--- src/rtl/rlc_pkg.sv ---
// ----------------------------------------------------------------------------
// rlc_pkg
// Shared types, pattern tables and the line type decision for the reply line
// classifier.
// ----------------------------------------------------------------------------
`default_nettype none

package rlc_pkg;

  typedef logic [7:0] byte_t;

  localparam int unsigned WinDepth  = 9;
  localparam int unsigned NumPats   = 9;
  localparam int unsigned MaxPat    = 10;
  localparam int unsigned PrefixLen = 4;

  typedef enum logic [3:0] {
    LT_STARTUP  = 4'd0,
    LT_STATUS   = 4'd1,
    LT_OK       = 4'd2,
    LT_ERROR    = 4'd3,
    LT_ALARM    = 4'd4,
    LT_LOCKED   = 4'd5,
    LT_HELP     = 4'd6,
    LT_UNLOCKED = 4'd7,
    LT_ENABLED  = 4'd8,
    LT_DISABLED = 4'd9,
    LT_PROBE    = 4'd10,
    LT_PARSER   = 4'd11
  } line_type_e;

  // Control handed down the window chain.
  typedef struct packed {
    logic shift;
    logic clear;
  } cell_ctrl_t;

  localparam byte_t CHAR_LT = 8'h3C;  // '<'
  localparam byte_t CHAR_GT = 8'h3E;  // '>'

  localparam byte_t PREFIX_TEXT [PrefixLen] = '{"G", "r", "b", "l"};

  // Substrings in priority order, first character at index 0, zero padded.
  localparam int unsigned PAT_LEN [NumPats] = '{2, 5, 5, 9, 3, 8, 9, 10, 3};

  localparam byte_t PAT_TEXT [NumPats][MaxPat] = '{
    '{"o", "k", 8'h00, 8'h00, 8'h00, 8'h00, 8'h00, 8'h00, 8'h00, 8'h00},
    '{"e", "r", "r", "o", "r", 8'h00, 8'h00, 8'h00, 8'h00, 8'h00},
    '{"A", "L", "A", "R", "M", 8'h00, 8'h00, 8'h00, 8'h00, 8'h00},
    '{"t", "o", " ", "u", "n", "l", "o", "c", "k", 8'h00},
    '{"H", "L", "P", 8'h00, 8'h00, 8'h00, 8'h00, 8'h00, 8'h00, 8'h00},
    '{"U", "n", "l", "o", "c", "k", "e", "d", 8'h00, 8'h00},
    '{"[", "E", "n", "a", "b", "l", "e", "d", "]", 8'h00},
    '{"[", "D", "i", "s", "a", "b", "l", "e", "d", "]"},
    '{"P", "R", "B", 8'h00, 8'h00, 8'h00, 8'h00, 8'h00, 8'h00, 8'h00}
  };

  function automatic logic [3:0] classify(input logic               startup,
                                          input logic               status,
                                          input logic [NumPats-1:0] seen);
    logic [3:0] res;
    res = LT_PARSER;
    // walk from lowest priority up so the highest-priority seen substring wins
    for (int i = NumPats - 1; i >= 0; i--) begin
      if (seen[i]) begin
        res = LT_OK + 4'(i);
      end
    end
    if (status) begin
      res = LT_STATUS;
    end
    if (startup) begin
      res = LT_STARTUP;
    end
    return res;
  endfunction

endpackage

`default_nettype wire

--- src/rtl/rlc_cell.sv ---
// ----------------------------------------------------------------------------
// rlc_cell
// One byte stage of the character window; takes its input byte on shift and zeroes on clear.
// ----------------------------------------------------------------------------
`default_nettype none

module rlc_cell (
  input  wire                 clk_i,
  input  wire                 rst_ni,
  input  rlc_pkg::cell_ctrl_t ctrl_i,
  input  rlc_pkg::byte_t      byte_i,
  output rlc_pkg::byte_t      byte_o
);

  rlc_pkg::byte_t byte_q, byte_d;

  always_comb begin
    byte_d = byte_q;
    if (ctrl_i.clear) begin
      byte_d = '0;
    end else if (ctrl_i.shift) begin
      byte_d = byte_i;
    end
  end

  always_ff @(posedge clk_i or negedge rst_ni) begin
    if (!rst_ni) begin
      byte_q <= '0;
    end else begin
      byte_q <= byte_d;
    end
  end

  assign byte_o = byte_q;

endmodule

`default_nettype wire

--- src/rtl/rlc_match.sv ---
// ----------------------------------------------------------------------------
// rlc_match
// Checks which substrings end at the incoming byte, using the window taps.
// ----------------------------------------------------------------------------
`default_nettype none

module rlc_match (
  input  rlc_pkg::byte_t                tap_i [rlc_pkg::MaxPat],
  output logic [rlc_pkg::NumPats-1:0]   hit_o
);

  // tap 0 is the incoming byte, tap k the byte k positions back
  for (genvar i = 0; i < rlc_pkg::NumPats; i++) begin : g_pat
    logic [rlc_pkg::MaxPat-1:0] eq;
    for (genvar k = 0; k < rlc_pkg::MaxPat; k++) begin : g_tap
      if (k < rlc_pkg::PAT_LEN[i]) begin : g_cmp
        localparam int unsigned Idx = rlc_pkg::PAT_LEN[i] - 1 - k;
        assign eq[k] = (tap_i[k] == rlc_pkg::PAT_TEXT[i][Idx]);
      end else begin : g_pad
        assign eq[k] = 1'b1;
      end
    end
    assign hit_o[i] = &eq;
  end

endmodule

`default_nettype wire

--- src/rtl/reply_line_classifier_top.sv ---
// ----------------------------------------------------------------------------
// reply_line_classifier_top
// Classifies a controller reply line streamed in at most one byte per item.
// ----------------------------------------------------------------------------
// One item is taken every cycle while in_stall_o is low. Bytes shift through
// a chain of nine window cells; every substring compare ends at the incoming
// byte, so a match is known in the same cycle the byte arrives. The type code
// of a line is registered in the main or skid output register when the item
// carrying line_end is accepted. Results sit in a two-entry output buffer, so
// input keeps flowing while one result waits; in_stall_o rises only when both
// entries are held. All line state clears after each line end.
`default_nettype none

module reply_line_classifier_top (
  input  wire        clk_i,
  input  wire        rst_ni,
  input  wire        in_valid_i,
  output logic       in_stall_o,
  input  wire  [7:0] char_code_i,
  input  wire        no_char_i,
  input  wire        line_end_i,
  output logic       out_valid_o,
  input  wire        out_stall_i,
  output logic [3:0] line_type_o
);

  localparam int unsigned CntW = $clog2(rlc_pkg::PrefixLen + 1);

  logic accept, take, fin;
  rlc_pkg::cell_ctrl_t ctrl;
  rlc_pkg::byte_t win [rlc_pkg::WinDepth];
  rlc_pkg::byte_t tap [rlc_pkg::MaxPat];
  logic [rlc_pkg::NumPats-1:0] hit;

  logic [rlc_pkg::NumPats-1:0] seen_q, seen_d;
  logic [CntW-1:0] cnt_q, cnt_d;
  logic pfx_ok_q, pfx_ok_d;
  logic lt_q, lt_d;
  logic gt_q, gt_d;
  logic [3:0] type_w;

  assign accept = in_valid_i && !in_stall_o;
  assign take   = accept && !no_char_i;
  assign fin    = accept && line_end_i;

  assign ctrl.shift = take;
  assign ctrl.clear = fin;

  for (genvar k = 0; k < rlc_pkg::WinDepth; k++) begin : g_cell
    rlc_cell u_cell (
      .clk_i  (clk_i),
      .rst_ni (rst_ni),
      .ctrl_i (ctrl),
      .byte_i (tap[k]),
      .byte_o (win[k])
    );
  end

  always_comb begin
    tap[0] = char_code_i;
    for (int k = 1; k < rlc_pkg::MaxPat; k++) begin
      tap[k] = win[k-1];
    end
  end

  rlc_match u_match (
    .tap_i (tap),
    .hit_o (hit)
  );

  // line flags after this item's byte
  always_comb begin
    seen_d   = seen_q;
    cnt_d    = cnt_q;
    pfx_ok_d = pfx_ok_q;
    lt_d     = lt_q;
    gt_d     = gt_q;
    if (take) begin
      seen_d = seen_q | hit;
      if (cnt_q == '0) begin
        lt_d = (char_code_i == rlc_pkg::CHAR_LT);
      end
      if (cnt_q < CntW'(rlc_pkg::PrefixLen)) begin
        if (char_code_i != rlc_pkg::PREFIX_TEXT[cnt_q[$clog2(rlc_pkg::PrefixLen)-1:0]]) begin
          pfx_ok_d = 1'b0;
        end
        cnt_d = cnt_q + 1'b1;
      end
      gt_d = (char_code_i == rlc_pkg::CHAR_GT);
    end
  end

  assign type_w = rlc_pkg::classify(
      pfx_ok_d && (cnt_d >= CntW'(rlc_pkg::PrefixLen)), lt_d && gt_d, seen_d);

  always_ff @(posedge clk_i or negedge rst_ni) begin
    if (!rst_ni) begin
      seen_q   <= '0;
      cnt_q    <= '0;
      pfx_ok_q <= 1'b1;
      lt_q     <= 1'b0;
      gt_q     <= 1'b0;
    end else if (fin) begin
      seen_q   <= '0;
      cnt_q    <= '0;
      pfx_ok_q <= 1'b1;
      lt_q     <= 1'b0;
      gt_q     <= 1'b0;
    end else begin
      seen_q   <= seen_d;
      cnt_q    <= cnt_d;
      pfx_ok_q <= pfx_ok_d;
      lt_q     <= lt_d;
      gt_q     <= gt_d;
    end
  end

  // two-entry output buffer: main register plus skid register
  logic       out_vld_q, out_vld_d;
  logic       skid_vld_q, skid_vld_d;
  logic [3:0] out_q, out_d;
  logic [3:0] skid_q, skid_d;
  logic       pop;

  assign pop = out_vld_q && !out_stall_i;

  always_comb begin
    out_vld_d  = out_vld_q;
    skid_vld_d = skid_vld_q;
    out_d      = out_q;
    skid_d     = skid_q;
    if (skid_vld_q) begin
      if (pop) begin
        out_d      = skid_q;
        skid_vld_d = 1'b0;
      end
    end else if (fin) begin
      if (!out_vld_q || pop) begin
        out_d     = type_w;
        out_vld_d = 1'b1;
      end else begin
        skid_d     = type_w;
        skid_vld_d = 1'b1;
      end
    end else if (pop) begin
      out_vld_d = 1'b0;
    end
  end

  always_ff @(posedge clk_i or negedge rst_ni) begin
    if (!rst_ni) begin
      out_vld_q  <= 1'b0;
      skid_vld_q <= 1'b0;
    end else begin
      out_vld_q  <= out_vld_d;
      skid_vld_q <= skid_vld_d;
    end
  end

  always_ff @(posedge clk_i) begin
    out_q  <= out_d;
    skid_q <= skid_d;
  end

  assign in_stall_o  = skid_vld_q;
  assign out_valid_o = out_vld_q;
  assign line_type_o = out_q;

endmodule

`default_nettype wire

--- config.mk ---
export PLATFORM = sky130hd
export DESIGN_NAME = reply_line_classifier_top
export DESIGN_NICKNAME = d
export VERILOG_FILES = /design/src/rtl/rlc_pkg.sv /design/src/rtl/rlc_cell.sv /design/src/rtl/rlc_match.sv /design/src/rtl/reply_line_classifier_top.sv
export SDC_FILE = /design/constraint.sdc
export NUM_CORES = 1
export LEC_CHECK = 0
export ABC_AREA = 1
export BUFFER_PORTS_ARGS = -buffer_cell sky130_fd_sc_hd__buf_2
export CORE_MARGIN = 4
export CORE_UTILIZATION = 66
export DETAILED_ROUTE_END_ITERATION = 6
export GPL_TIMING_DRIVEN = 0
export HOLD_SLACK_MARGIN = 0.08
export MAX_ROUTING_LAYER = met4
export PLACE_DENSITY = 0.84
export REMOVE_ABC_BUFFERS = 1
export SYNTH_ARGS = -nofsm -noshare
export SYNTH_HDL_FRONTEND = slang
export SYNTH_SLANG_ARGS = --single-unit
--- constraint.sdc ---
create_clock -name clk_i -period 4.3 [get_ports clk_i]
set_input_delay 1.29 -clock clk_i [delete_from_list [all_inputs] [get_ports clk_i]]
set_output_delay 1.29 -clock clk_i [all_outputs]
set_load 0.01 [all_outputs]
Word level (Yosys, flattened, before mapping) --
Cells that the tools add are included.
Word-level totals: output and inout bits 6, logic and storage cells 159, flip-flop bits (word level) 97, input port bits 14
Operators by class: bitwise operators 4, equality and inequality tests 48, reductions and logical operators 28, mux-type cells 57, order comparisons 3, add/sub/neg operators 1
Operator list (count):
- 8-bit by 7-bit == test with 1-bit output (second input constant) | 42
- 8-bit two-way mux | 20
- 4-bit two-way mux | 14
- 8-bit by 6-bit == test with 1-bit output (second input constant) | 3
- 9-bit two-way mux | 2
- 9-bit AND reduction | 2
- 1-bit two-way mux | 17
- 8-bit binary-select mux with 2-bit select | 1
- 3-bit AND reduction | 5
- 10-bit AND reduction | 1
- 5-bit AND reduction | 2
- 3-bit two-way mux | 3
- 9-bit bitwise OR | 1
- 8-bit != test | 1
- 8-bit AND reduction | 1
- 2-bit nonzero test | 4
- 3-bit >= comparator (second input constant) | 2
- 1-bit logical AND | 6
- 1-bit logical NOT | 4
- 2-bit by 1-bit != test with 1-bit output (second input constant) | 2
- 3-bit by 1-bit adder with 3-bit output (second input constant) | 1
- 3-bit logical NOT | 1
- 3-bit < comparator (second input constant) | 1
- 2-bit NOT with 3-bit output | 1
- 3 further kinds | 4

Longest topological paths before layout --
Gate-level depths: netlist of run 1.
depth after elaboration 18, mapped depth 19, gate-level depth less buffers 19

Modules after synthesis --
Synthesis of run 1 repeated with hierarchy kept, for this count alone.
Second synthesis, totals: cells, all modules 733, area, all modules 5456.5 um^2
Modules (own cells, without submodules):
- rlc_cell | area an instance 335.3 um^2, instances 9, cells an instance 35
- reply_line_classifier_top | area an instance 1356.3 um^2, instances 1, cells an instance 157
- rlc_match | area an instance 1082.3 um^2, instances 1, cells an instance 261

Least setup slack after synthesis of run 1 --
Ideal clock, no wire load.
path kind in2reg, start in no_char_i, end reg out_q[0], in the netlist line_type_o[0], data pin, arrival time 2.515 ns, cell stages on the path 16, required time 4.047 ns, path slack 1.532 ns, library setup time 0.253 ns, cells stage by stage nor3_4 inv_2 nor2_2 nand3_1 nand2_1 nand3_1 nand2_1 nand2_1 nand2_1 nand2_1 nand2_1 nand2_1 nand2_1 nand2_1 nand3_1 nand2_1
On the way: longest elaborated chain between the ends 17, elaborated cells on any way between the ends 24, those cells by class order compare: 1; mux: 19; reduce/logical: 4
RTL lines:
- start: declaration | line reply_line_classifier_top.sv:20 | input wire no_char_i,
- 1-bit logical NOT * | line reply_line_classifier_top.sv:43 | assign take = accept && !no_char_i;
- 1-bit logical AND * | line reply_line_classifier_top.sv:43
- 9-bit two-way mux | line reply_line_classifier_top.sv:78 | if (take) begin
- 1-bit two-way mux | line rlc_pkg.sv:65 | if (seen[i]) begin
- 4-bit two-way mux (8 in a row) | line rlc_pkg.sv:65
- 4-bit two-way mux | line rlc_pkg.sv:69 | if (status) begin
- 4-bit two-way mux * | line rlc_pkg.sv:72 | if (startup) begin
- 4-bit two-way mux * | line reply_line_classifier_top.sv:138 | if (!out_vld_q || pop) begin
- 4-bit two-way mux * | line reply_line_classifier_top.sv:137 | end else if (fin) begin
- 4-bit two-way mux * | line reply_line_classifier_top.sv:132 | if (skid_vld_q) begin
- via out_d[0] | line reply_line_classifier_top.sv:121 | logic [3:0] out_q, out_d;
- end signal: assignment | line reply_line_classifier_top.sv:161 | out_q <= out_d;
- end: declaration | line reply_line_classifier_top.sv:121
Mark *: on every way through the listed nets, which the timed path passes. The rest lies on a longest branch. The select of a mux whose other input is x is not followed. A chain may end at the register's enable or synchronous reset.

Worst setup path in the final report of run 1 --
start in no_char_i, end reg out_q[2], in the netlist line_type_o[2], data pin
On the way: longest elaborated chain between the ends 15, elaborated cells on any way between the ends 22, those cells by class order compare: 1; mux: 17; reduce/logical: 4
RTL lines (line):
- 1-bit logical NOT * | reply_line_classifier_top.sv:43
- 1-bit logical AND * | reply_line_classifier_top.sv:43
- 9-bit two-way mux | reply_line_classifier_top.sv:78
- 4-bit two-way mux (7 in a row) | rlc_pkg.sv:65
- 4-bit two-way mux | rlc_pkg.sv:69
- 4-bit two-way mux * | rlc_pkg.sv:72
- 4-bit two-way mux * | reply_line_classifier_top.sv:138
- 4-bit two-way mux * | reply_line_classifier_top.sv:137
- 4-bit two-way mux * | reply_line_classifier_top.sv:132
- via out_d[2] | reply_line_classifier_top.sv:121
Marks and branches as above.

==> impl_metrics.toml, run 1 <==
[synthesis]
yosysSeqAreaShare_pct = 49.6
syn_area_per_cell_um2 = 7.59
ys_warn_count = 0
ys_types = 37
ys_ff_latch = 97
syn_area_um2 = 4980
synthCells = 656

[floorplanning]
die_h_um = 94.9
start_util_pct = 68.3
rows = 31
dieArea_um2 = 9000
die_width_um = 94.9
core_area_um2 = 7290
ios = 20

[cells_and_area]
register_area_um2 = 2470
areaGrowthSynthToFinish_pct = 9.45
fillerInstances = 574
antenna_cells = 0
multi_input_area_um2 = 2120
drive_above_1_share_pct = 8.62
nNetsFinal = 687

[global_routing]
grt_pass1_wl_um = 20100
grt_util_met1_pct = 38.2
grtUsageMet2_pct = 47.2
grt_usage_pct = 30.3
use_met3_pct = 7.17
antenna_found_initial = 0
overflow = 0
grt_pass1_vias = 4208
top_usage_layer = "met2"
grt_max_degree = 55

[job]
drv_cap = 0

[setup_path]
cp_cell_sequence = "buf_2 > nor3_4 > buf_8 > inv_2 > nor3_1 > a32oi_1 > or2_4 > nand2_2 > nor2_1 > nand2_1 > o21ai_1"
start_kind = "input port"
r2r_cells = 10
rrSetupSlack_ns = 1.05
cp_max_fo = 44
crit_type = "in -> reg"
reg2reg_from = "in_stall_o"
crit_required_ns = 4.43
crit_path_end = "line_type_o[2]"
critPathLaunch = "no_char_i"
timing.rr.end = "line_type_o[2]"
cpPeakStageDelay_ns = 0.68
arrival_ns = 3.85
crit_slowest_cell = "nor3_4"
end_kind = "flip-flop"

[power_and_ir_drop]
pwr-share-clk_pct = 30.4
power_switching_w = 0.000760
p_leak_nw = 2.40
p_comb_share_pct = 21.5
switching_share_pct = 32.6
p_int_w = 0.00157
p_per_area_nw_per_um2 = 428
power_frac_seq_pct = 48.0
peakVddDrop_mv = 0.262

[sta]
fin_crit_ns = 3.72
finalHoldViolCount = 0
worst_pin_slew_ns = 0.843
relSlewSlack_pct = 43.7
finClkSkew_ns = 0.0144
timing.final.crit_share_pct = 86.5
fmax_mhz = 269
setup_ws_ns = 0.581
setup_tns_ns = 0
finalSetupViolCount = 0
grt_setup_unrepaired = "no"
drv_slew = 0

[clocking]
ctsHoldBuffers = 0
numCtsBuffers = 9
cts_resized = 0
postCtsSetupRepairBufs = 0
cts_tree = "done"
cts_num_sinks = 97
path_clk_slew_ns = 0.09
cts-root-buf = "clkbuf_8"
cts_buffer_depth = 2
cts-htree-levels = 3
insertion_delay_ns = 0.38

[routing]
first_pass_iters = 5
vias = 4514
viasPerCell = 5.85
detail-route-antenna-nets = 0
drt_iter0_drc = 453
detail_route.wl_per_cell_um = 15.8
drc_errors = 0
wirelength_um = 12200

[hold_path]
hold_class = "reg -> reg"

[placed_design]
hpwl_um = 8690
io_buffers = 19
finalWeightedCongestion = 0.983
dp_worst_setup_slack_ns = 0.271

[outcome]
status = "finished, final reports clean"
-- worst min path at each step --
stage	slack [ns]	from	end	cells after the start
finish	0.50	g_cell[8].u_cell.byte_o[0]	g_cell[8].u_cell.byte_o[0]	2
global route	0.52	seen_q[5]	seen_q[5]	2
CTS	0.51	g_cell[8].u_cell.byte_o[0]	g_cell[8].u_cell.byte_o[0]	2
detailed placement	0.48	g_cell[8].u_cell.byte_o[0]	g_cell[8].u_cell.byte_o[0]	2
global placement	0.47	g_cell[8].u_cell.byte_o[0]	g_cell[8].u_cell.byte_o[0]	2
floorplan	0.45	g_cell[8].u_cell.byte_o[6]	g_cell[8].u_cell.byte_o[6]	2
-- state kept, by name (all words and copies together) (netlist names) --
register              flops
pfx_ok_q                  1
skid_q                    4
cnt_q                     3
line_type_o               4
seen_q                    9
gt_q                      1
out_valid_o               1
lt_q                      1
in_stall_o                1
g_cell.u_cell.byte_o     72
-- critical path, delay by kind of cell --
| family | cells | cell delay (ns) |
|---|---|---|
| AOI/OAI and AO/OA | 2 | 0.23 |
| buffers and inverters | 3 | 0.75 |
| and+or+nand+nor | 6 | 1.55 |
-- cell usage in the layout (no fill, tap or decap), drive strengths merged --
cell,synthesis,routed
nor4,4,4
or2,1,1
xor2,2,2
o21ai,74,74
nor2,93,93
buf,3,24
xnor2,1,1
and3,1,1
a31oi,2,2
o32ai,4,4
ha,5,5
a32oi,1,1
nor3,20,20
nand3,53,53
dfstp,1,1
dfrtp,88,88
clkinvlp,0,1
a21oi,9,9
and2,2,2
clkinv,2,4
nand4,11,11
o31ai,3,3
edfxtp,8,8
nor4b,1,1
inv,76,77
and3b,1,1
bufinv,0,3
nand2,169,169
o22ai,1,1
clkbuf,20,9
-- layer usage --
| metal | vias up | wire length (µm) |
|---|---|---|
| met1 | 2132 | 5080 |
| met4 | 0 | 442 |
| li1 | 2154 | - |
| met2 | 191 | 5800 |
| met3 | 37 | 888 |
| met5 | - | 0 |
-- power by group through the flow --
| stage | clock [W] | combinational [W] | sequential [W] |
|---|---|---|---|
| final | 0.000709 | 0.000502 | 0.00112 |
| after global placement | 0 | 0.000445 | 0.00113 |
| after floorplan | 0 | 0.000304 | 0.00112 |
| after CTS | 0.000715 | 0.000502 | 0.00112 |
| after detailed placement | 0 | 0.000498 | 0.00114 |
| after global routing | 0.000757 | 0.000567 | 0.00113 |
-- cells by family (layout without fill, tap and decap cells) --
| logic type | after synthesis | after routing | share of synthesized area [%] |
|---|---|---|---|
| flip-flops | 97 | 97 | 49.6 |
| adder cells (fa/ha/maj) | 5 | 5 | 1.26 |
| XOR/XNOR | 3 | 3 | 0.528 |
| AND/OR/NAND/NOR | 356 | 356 | 30.6 |
| AO/OA/AOI/OAI | 94 | 94 | 10.2 |
| buffers and inverters | 101 | 118 | 7.91 |
-- cells in the mapped netlist (all sizes together) --
cell    count  area (µm²)
nand4      11        68.8
dfrtp      88        2200
nand2     169         637
nand3      53         265
buf         3        26.3
nor4b       1        8.76
xor2        2        17.5
a32oi       1        8.76
and3        1        6.26
ha          5        62.6
xnor2       1        8.76
o22ai       1        6.26
o21ai      74         370
and2        2        12.5
clkinv      2        7.51
o32ai       4        35.0
and3b       1        8.76
dfstp       1        26.3
nor3       20         121
or2         1        8.76
a31oi       2        18.8
nor2       93         359
clkbuf     20        75.1
a21oi       9        45.0
o31ai       3        22.5
inv        76         285
edfxtp      8         240
nor4        4        25.0
-- through the flow --
stage	hold WS (ns)	area, µm²	instances	total power (W)	utilization, %
5_1_grt	0.525	5450	772	0.00246	74.7
3_3_place_gp	0.466	5100	751	0.00158	69.9
3_5_place_dp	0.484	5210	756	0.00163	71.4
4_1_cts	0.506	5450	772	0.00234	74.7
6_report	0.501	5450	772	0.00233	74.7
2_1_floorplan	0.452	4880	633	0.00143	-
-- layout make-up --
type	count	share of cell area, %
Timing Repair Buffer	24	3.72
Inverter	78	5.37
Tap cell	99	2.27
Clock buffer	9	2.27
Clock inverter	7	2.13
Multi-Input combinational cell	458	38.9
Sequential cell	97	45.3
No activity file was read; power rests on OpenSTA's default activity.
==> run 2, diff against run 1 <==
Settings changed: ABC_AREA 1 to unset, PLACE_DENSITY 0.84 to 0.85.
==> run 2 against run 1 <==
Total power rose by 1.3%. Non-clock buffer count rose by 2. Die area fell by 6.2%. Wire length fell by 11%. Global-route usage fell by 2.7 points. Clock skew fell by 0.0041 ns. Synthesized cell count fell by 22%.
==> impl_metrics.toml, run 2 <==
[global_routing]
grt_pass1_wl_um = 17900
grt_max_degree = 70
grt_usage_pct = 27.6
antenna_found_initial = 0
grt_pass1_vias = 3646
overflow = 0

[synthesis]
synth_top_area_share_pct = 47.4
ys_warn_count = 0
synth-main-ff-cell = "dfrtp_1"
ys_types = 50
synth_area_leader_cell = "dfrtp_1"
syn_area_um2 = 4640
synthCells = 509
ys_ff_latch = 97
synth_enable_flop_cells = 8
yosysSeqAreaShare_pct = 53.2
syn_area_per_cell_um2 = 9.12
yosys-top-cells-area = "dfrtp_1 (47%), nand2_1 (12%), a21oi_1 (7.9%)"
synthArstFlopShare_pct = 91.8
ys_top_cells_by_count = "nand2_1 (147), dfrtp_1 (88), a21oi_1 (73)"
synth.most_common_cell = "nand2_1"

[floorplanning]
die_h_um = 91.9
rows = 30
dieArea_um2 = 8440
ios = 20
die_width_um = 91.9
start_util_pct = 67.9
core_area_um2 = 6830

[setup_path]
critical_path.top_delay_family = "simple AND/OR/NAND/NOR gates"
arrival_ns = 3.91
cp_max_fo = 13
end_kind = "flip-flop"
crit_slowest_cell = "nor3b_2"
start_kind = "input port"
crit_type = "in -> reg"
crit_required_ns = 4.55
cpPeakStageDelay_ns = 0.79
cp_num_buf_inv = 2
cp_cell_sequence = "buf_2 > nor3b_2 > buf_6 > nand4_1 > o41a_1 > nor2b_4 > and3_4 > a221oi_2 > mux2_1"

[cells_and_area]
nNetsFinal = 538
antenna_cells = 0
final_common_cell = "nand2_1"
mostFrequentLayoutCells = "nand2_1 (147), dfrtp_1 (88), a21oi_1 (73)"
drive_above_1_share_pct = 9.73
utilization_pct = 75.4
largest_reg_flops = 72
areaGrowthSynthToFinish_pct = 11.0
fillerInstances = 513
final_cells = 620

[placed_design]
finalWeightedCongestion = 0.890
hpwl_um = 7260
dp_cells = 604
io_buffers = 19

[outcome]
status = "finished, final reports clean"

[sta]
relSlewSlack_pct = 35.1
fmax_mhz = 273
timing.hold.ws_ns = 0.472
fin_crit_ns = 3.66
finalHoldViolCount = 0
finClkSkew_ns = 0.0102
worst_pin_slew_ns = 0.969
drv_slew = 0
grt_setup_unrepaired = "no"
finalSetupViolCount = 0
timing.final.crit_share_pct = 85.1

[power_and_ir_drop]
power.total_w = 0.00236
peakVddDrop_mv = 0.301
p_per_area_nw_per_um2 = 458
p_leak_nw = 2.14

[routing]
detail_route.wl_per_cell_um = 17.4
wirelength_um = 10800
drc_errors = 0
drt_iter0_drc = 388
detail-route-antenna-nets = 0
first_pass_iters = 5
viasPerCell = 6.28
vias = 3891

[clocking]
cts-root-buf = "clkbuf_8"
cts_tree = "done"
cts_resized = 0
cts-htree-levels = 3
cts_buffer_depth = 2
path_clk_slew_ns = 0.10
cts_num_sinks = 97
ctsHoldBuffers = 0
numCtsBuffers = 9
insertion_delay_ns = 0.37
postCtsSetupRepairBufs = 0

[job]
drv_cap = 0

[hold_path]
hold_class = "reg -> reg"
-- run 2: cell type report --
class / instances / area, µm² / area share (%)
flip-flops and latches: 97 / 2470 / 47.9
multi-input cells: 375 / 2030 / 39.5
repair buffers: 26 / 205 / 3.98
clock inverters: 7 / 164 / 3.18
clock buffers: 9 / 124 / 2.40
well taps: 96 / 120 / 2.33
inverters: 10 / 37.5 / 0.728
-- run 2: kinds of logic after synthesis --
| logic type | share of synthesized area (%) |
|---|---|
| AND/OR/NAND/NOR | 27.6 |
| flip-flops | 53.2 |
| buffers and inverters | 3.18 |
| adder cells (fa/ha/maj) | 1.35 |
| multiplexers | 0.485 |
| AO/OA/AOI/OAI | 12.9 |
| XOR/XNOR | 1.32 |
-- run 2: final timing paths --
check | start | endpoint | slack [ns] | depth (start not counted)
max | no_char_i | line_type_o[1] | 0.64 | 9
min | pfx_ok_q | pfx_ok_q | 0.47 | 2
max reg2reg | in_stall_o | line_type_o[1] | 1.15 | 8
min reg2reg | pfx_ok_q | pfx_ok_q | 0.47 | 2
max in group asynchronous | rst_ni | pfx_ok_q | 2.72 | 2
min in group asynchronous | rst_ni | g_cell[7].u_cell.byte_o[7] | 0.89 | 1
-- run 2: metal layers --
metal  up-vias  share of wire [%]  GRT usage, %  wire length, µm
li1       1802                  -             -                -
met1      1892                 42          36.6             4560
met2       169                 49          42.2             5300
met3        28                6.5          5.91              705
met4         0                2.3          10.6              252
met5         -                  0             -                0
-- run 2: stage by stage --
step / worst slack [ns] / TNS (ns) / cell area [µm²]
floorplan: -2.93 / -162.79 / 4530
global placement: -5.72 / -363.72 / 4750
detailed placement: 0.170 / 0 / 4860
CTS: 0.562 / 0 / 5150
global route: 0.549 / 0 / 5150
finish: 0.642 / 0 / 5150
-- run 2: worst reg2reg max path, stage by stage, from the launching register on --
cell	delay, ns
dfrtp_1	0.49
nor3b_2	0.82
buf_6	0.26
nand4_1	0.15
o41a_1	0.49
nor2b_4	0.16
and3_4	0.20
a221oi_2	0.27
mux2_1	0.18
-- run 2: where the power goes --
group          total, W  internal, W  switching [W]  leakage [nW]
Combinational  0.000426     0.000157       0.000270         0.699
Clock          0.000826     0.000505       0.000322         0.144
Sequential      0.00111      0.00101      0.0000996          1.29
Total           0.00236      0.00167       0.000691          2.14
